==> config.mk <==
export PLATFORM = sky130hd
export DESIGN_NAME = pwlti_divider
export DESIGN_NICKNAME = d
export VERILOG_FILES = /design/src/rtl/pwlti_pkg.sv /design/src/rtl/pwlti_divider.sv
export SDC_FILE = /design/constraint.sdc
export NUM_CORES = 1
export LEC_CHECK = 0
export BUFFER_PORTS_ARGS = -buffer_cell sky130_fd_sc_hd__buf_4
export CAP_MARGIN = 10
export CORE_ASPECT_RATIO = 0.75
export CORE_MARGIN = 2
export CORE_UTILIZATION = 40
export CTS_CLUSTER_SIZE = 8
export DETAILED_ROUTE_END_ITERATION = 8
export GPL_ROUTABILITY_DRIVEN = 0
export SYNTH_ARGS = -nofsm -noshare
export SYNTH_HDL_FRONTEND = slang
export SYNTH_SLANG_ARGS = --single-unit
==> constraint.sdc <==
create_clock -name clock -period 9.7 [get_ports clock]
set_input_delay 0.97 -clock clock [delete_from_list [all_inputs] [get_ports clock]]
set_output_delay 0.97 -clock clock [all_outputs]
set_load 0.02 [all_outputs]
==> src/rtl/pwlti_pkg.sv <==
// Shared types, field widths and codes of the piecewise linear time interpolator.
package pwlti_pkg;

   localparam int DEFAULT_MAX_POINTS = 256;

   localparam int TIME_W    = 32;
   localparam int VALUE_W   = 32;
   localparam int FRAC_W    = 16;
   localparam int INDEX_W   = 8;
   localparam int COUNT_W   = 9;
   localparam int CSR_IDX_W = 2;
   localparam int REGION_W  = 2;

   // opcodes of an input word
   localparam logic OP_WRITE = 1'b0;
   localparam logic OP_QUERY = 1'b1;

   // configuration register indexes
   localparam logic [CSR_IDX_W-1:0] CSR_CONST_MODE  = 2'd0;
   localparam logic [CSR_IDX_W-1:0] CSR_CONST_VALUE = 2'd1;
   localparam logic [CSR_IDX_W-1:0] CSR_POINT_COUNT = 2'd2;

   localparam logic [COUNT_W-1:0] POINT_COUNT_RESET = 9'd2;

   // result region codes
   localparam logic [REGION_W-1:0] REGION_CONST  = 2'd0;
   localparam logic [REGION_W-1:0] REGION_BEFORE = 2'd1;
   localparam logic [REGION_W-1:0] REGION_INTERP = 2'd2;
   localparam logic [REGION_W-1:0] REGION_HELD   = 2'd3;

   // one breakpoint as stored in the table memory
   typedef struct packed {
      logic [TIME_W-1:0]         bp_time;
      logic signed [VALUE_W-1:0] bp_value;
   } bp_type;

endpackage

==> src/rtl/pwlti_divider.sv <==
// Restoring divider for the Q0.16 segment fraction, one quotient bit per cycle.
module pwlti_divider (
   input  logic                               clock,
   input  logic                               reset,
   input  logic                               start,
   input  logic [pwlti_pkg::TIME_W-1:0]       num,
   input  logic [pwlti_pkg::TIME_W-1:0]       den,
   output logic                               done,
   output logic [pwlti_pkg::FRAC_W-1:0]       quot
);
   import pwlti_pkg::*;

   localparam int CW = $clog2(FRAC_W);

   logic              busy_ff;
   logic              done_ff;
   logic [CW-1:0]     cnt_ff;
   logic [TIME_W:0]   rem_ff;
   logic [FRAC_W-1:0] quot_ff;

   logic [TIME_W:0]   shifted;
   logic              fits;
   logic [TIME_W:0]   rem_in;

   // one restoring step: shift in a zero, subtract the divisor when it fits
   always_comb begin
      shifted = {rem_ff[TIME_W-1:0], 1'b0};
      fits    = shifted >= {1'b0, den};
      rem_in  = fits ? shifted - {1'b0, den} : shifted;
   end

   // control: busy flag, step count, done pulse
   always_ff @(posedge clock) begin
      if (reset) begin
         busy_ff <= 1'b0;
         done_ff <= 1'b0;
         cnt_ff  <= '0;
      end else begin
         done_ff <= 1'b0;
         if (start) begin
            busy_ff <= 1'b1;
            cnt_ff  <= '0;
         end else if (busy_ff) begin
            cnt_ff <= cnt_ff + CW'(1);
            if (cnt_ff == CW'(FRAC_W - 1)) begin
               busy_ff <= 1'b0;
               done_ff <= 1'b1;
            end
         end
      end
   end

   // datapath: partial remainder and quotient bits (numerator is below the divisor)
   always_ff @(posedge clock) begin
      if (start) begin
         rem_ff  <= {1'b0, num};
         quot_ff <= '0;
      end else if (busy_ff) begin
         rem_ff  <= rem_in;
         quot_ff <= {quot_ff[FRAC_W-2:0], fits};
      end
   end

   assign done = done_ff;
   assign quot = quot_ff;

endmodule

* Word-level counts from Yosys, hierarchy flattened
Index checks and enable logic that the tools add are counted.
Word-level totals: flip-flop bits (word level) 54, input bits 67, output and inout bits 17, logic and storage cells 20
Operators by class: add/sub/neg operators 2, order comparisons 1, eq/ne operators 1, mux-type cells 7, bitwise logic cells 1, reductions and logical operators 3
Operators with widths (number):
- two-way mux 32 bit | 3
- >= comparator 33 x 32 -> 1 bit | 1
- subtractor 32 bit | 1
- adder 4 x 1 -> 4 bit (second input constant) | 1
- == test 4 bit (second input constant) | 1
- two-way mux 1 bit | 4
- OR reduction 3 bit | 1
- nonzero test 2 bit | 1
- OR reduction 2 bit | 1
- inverter 1 bit | 1

* Depth between registers and ports, before layout
depth after elaboration 4, depth in mapped cells 13, depth with buffers taken out 12

* Worst setup path after synthesis
OpenSTA, ideal clock, no wires.
path kind in2reg, from input den[18] in the netlist's numbering, to register rem_ff[10], data pin, library setup time 0.260 ns, arrival time 3.432 ns, data required time 9.440 ns, setup slack 6.008 ns, stages 12, buffers on the path 1, path through inv_1 ha_1 a21o_1 o21bai_1 or3_1 a211oi_2 nor4_2 o21ai_4 nand2_4 buf_6 mux2_4 mux2_2
On the way: cells in the longest elaborated chain, start to end 4
Ends and longest elaborated chain:
- from (decl) | line pwlti_divider.sv:7 | input logic [pwlti_pkg::TIME_W-1:0] den,
- >= comparator 33 x 32 -> 1 bit | line pwlti_divider.sv:28 | fits = shifted >= {1'b0, den};
- two-way mux 32 bit | line pwlti_divider.sv:29 | rem_in = fits ? shifted - {1'b0, den} : shifted;
- two-way mux 32 bit | line pwlti_divider.sv:58 | end else if (busy_ff) begin
- two-way mux 32 bit | line pwlti_divider.sv:55 | if (start) begin
- to (signal assigned) | line pwlti_divider.sv:56 | rem_ff <= {1'b0, num};
- to (signal assigned) | line pwlti_divider.sv:59 | rem_ff <= rem_in;
- to (decl) | line pwlti_divider.sv:18 | logic [TIME_W:0] rem_ff;
No other way between the ends. The select of a mux whose other input is x is not followed. A chain may end at the register's enable or synchronous reset.

* Worst setup path in the final report
from input den[18] in the netlist's numbering, to register rem_ff[16], data pin
Same word-level chain as after synthesis.

==> metrics <==
Worst EP arrival=3.95 ns; Via Count=roughly 3.7k; Detailed Route WL=between 10000 and 15000 um; Synth Warn #=0; Antenna Diode Count=0; top-area cell type share of the netlist area=about 22%; DIE AREA=0.0120 mm2; CTS sink count=54; Clock Tree Buf Depth=2; Synth cell types=59; synthesized net count=588; Final WS setup=between 5 and 6 ns; TNS Setup=0 ns; sequential area share after synthesis=31.6%; Antenna Violating Nets Remaining=0; IO Pins=84; Final setup viols=0; Finished Core Util=around half; total power draw=1.14 mW; Slew Limit Fails=0; most common cell in the synthesized netlist=a21oi_1; Post-Syn Area=0.00444 mm2; largest area contributor in the netlist=edfxtp_1; DRT Pass-1 Iters=4; Hold Crit Class=register to register; crit start category=input pin; number of fill cells=1064; number of CTS-inserted buffers=5; drt via density=around 5.3; Async SR Flop Fraction=0%; vias in the first global route=~3.6k; largest net degree at the start of global routing=64; htree depth=2; Detail Placement HPWL=~7800 um; status=completed; Worst Skew=0.0105 ns; Starting Density=just over 40%; worst slew pin tran=1.11 ns; multi-input logic area=~0.0028 mm2; smallest hold slack=around 0.47 ns; r2r setup slk=just over 6 ns; CTS tree=done; worst hold stages=2; Gate Count Post-Synth=487; design area=0.00530 mm2; Synth Register Bits=54; critical path class=input pin to register; global-route usage over all layers=17.9%; Post-route DRC=0; Crit path required time=9.76 ns; Core Region=approximately 0.011 mm2; synth cell count leaders=a21oi_1, nor2_1, inv_1; Worst-Skew Late Latency=0.30 ns; critical path, cell by cell=buf_4 > inv_1 > ha_1 > a21o_1 > o21bai_1 > or3_1 > a211oi_2 > nor4_2 > o21a_1 > nor2_2 > o31ai_1 > mux2_1; period utilisation layout=between 40% and 50%; antenna violations before repair=0; chip width=roughly 130 um; P&R area growth vs syn=19.3%; layout cells sized above 1=24.2%; fin cells=699; placed cells=691; CP Max Fanout=10; initial DRC count=239; Leak=2.42 nW; Avg Cell Area, Syn=around 9.1 um2; Clock Pin Slew Worst Setup and Hold Paths=0.08 ns; Critical Path End Type=register; max_cap viols=0; CP max stage delay=around 0.50 ns; port bufs=83; Placed Instance Area=0.00514 mm2; Slew HR=approximately 26%; EDFF count, synth=32; Synth Flop Type=edfxtp_1; DIE HEIGHT=95.2 um; Place WS=5.54 ns; slowest stage cell, crit path=nor2_2; Rows=33; Setup Fix Bufs, Post-CTS=0; fin nets=~660; RSZ-0062 raised after global routing=no; DR WL/cell=15.1 um; count of cells resized by post-cts repair=0; Reg2Reg Depth=10; maximum VDD drop=0.0000901 V; PD cells=214 mW/mm2; CTS root buf=clkbuf_16; grt total ovfl=0; register area=~0.0014 mm2; final hold vios=0; Area contributors post-synth=edfxtp_1, dfxtp_1, ha_1, mux2_2, a21oi_1; Fmax achieved=0.257 GHz; post-layout min period=around 3.9 ns; CTS Hold Bufs=0; global-route wire length before repair=17400 um
==> worst max-delay path, delay by kind of cell <==
kind                     cells  cell delay (ns)
AO/OA/AOI/OAI                5             1.23
adder cells (fa/ha/maj)      1             0.36
buffers and inverters        2             0.10
multiplexers                 1             0.31
AND/OR/NAND/NOR              3             0.97
==> logic make-up (layout without fill, tap and decap cells) <==
kind of cell | after synthesis | in the layout | share of synthesized area, %
muxes | 59 | 59 | 15.4
buffers and inverters | 60 | 132 | 5.58
xor gates and xnor gates | 26 | 26 | 5.13
DFF | 54 | 54 | 31.6
AOI/OAI and AO/OA | 126 | 126 | 18.6
adders and majority gates | 34 | 34 | 9.75
and+or+nand+nor | 128 | 128 | 14.0
==> power breakdown <==
group / internal, mW / switching (mW) / leakage (nW)
Sequential: 0.300 / 0.0272 / 0.500
Combinational: 0.299 / 0.313 / 1.84
Clock: 0.0995 / 0.0976 / 0.0763
==> final cells by class <==
cell class                      instances  share of cell area, %
Multi-Input combinational cell        373                   52.7
Timing Repair Buffer                   83                   11.8
Clock inverter                          3                  0.543
Tap cell                              140                   3.31
Clock buffer                            5                   2.36
Inverter                               41                   2.90
Sequential cell                        54                   26.4
==> per-layer routing <==
| metal | part of all wire [%] | wire (um) | vias to the layer above | track usage [%] |
|---|---|---|---|---|
| li1 | - | - | 1893 | - |
| met1 | 51 | 5450 | 1715 | 26.5 |
| met2 | 42 | 4430 | 89 | 27.0 |
| met3 | 5.4 | 574 | 8 | 2.97 |
| met4 | 1.2 | 129 | 0 | 4.35 |
| met5 | 0 | 0 | - | 0 |
==> sequential cells by signal (all words and copies together) (netlist names) <==
name and count:
busy_ff 1, cnt_ff 4, done 1, quot 16, rem_ff 32
==> cell usage in the layout (no fill, tap or decap), types with 3 or more instances in the layout <==
cell type and n:
a211oi_1 8, a21o_1 18, a21oi_1 44, and4_1 3, buf_4 83, clkbuf_16 5, dfxtp_1 22, edfxtp_1 32
ha_1 33, inv_1 41, mux2_1 7, mux2_2 22, mux2_4 11, mux2i_1 19, nand2_1 29, nand2b_1 5
nand3_1 12, nand4_1 5, nor2_1 42, nor2b_1 7, nor3_1 9, o21a_1 4, o21ai_0 12, o21ai_1 8
o21bai_1 7, o31ai_1 5, xnor2_1 17, xor2_1 9
==> worst paths after layout <==
check,start,endpoint
setup / recovery,den[18],rem_ff[16]$_DFFE_PP_
hold / removal,cnt_ff[3]$_SDFFE_PP0P_,done$_SDFF_PP0_
setup reg to reg,rem_ff[15]$_DFFE_PP_,rem_ff[16]$_DFFE_PP_
hold reg to reg,cnt_ff[3]$_SDFFE_PP0P_,done$_SDFF_PP0_
Note: power is estimated with default switching activity, not from simulation.
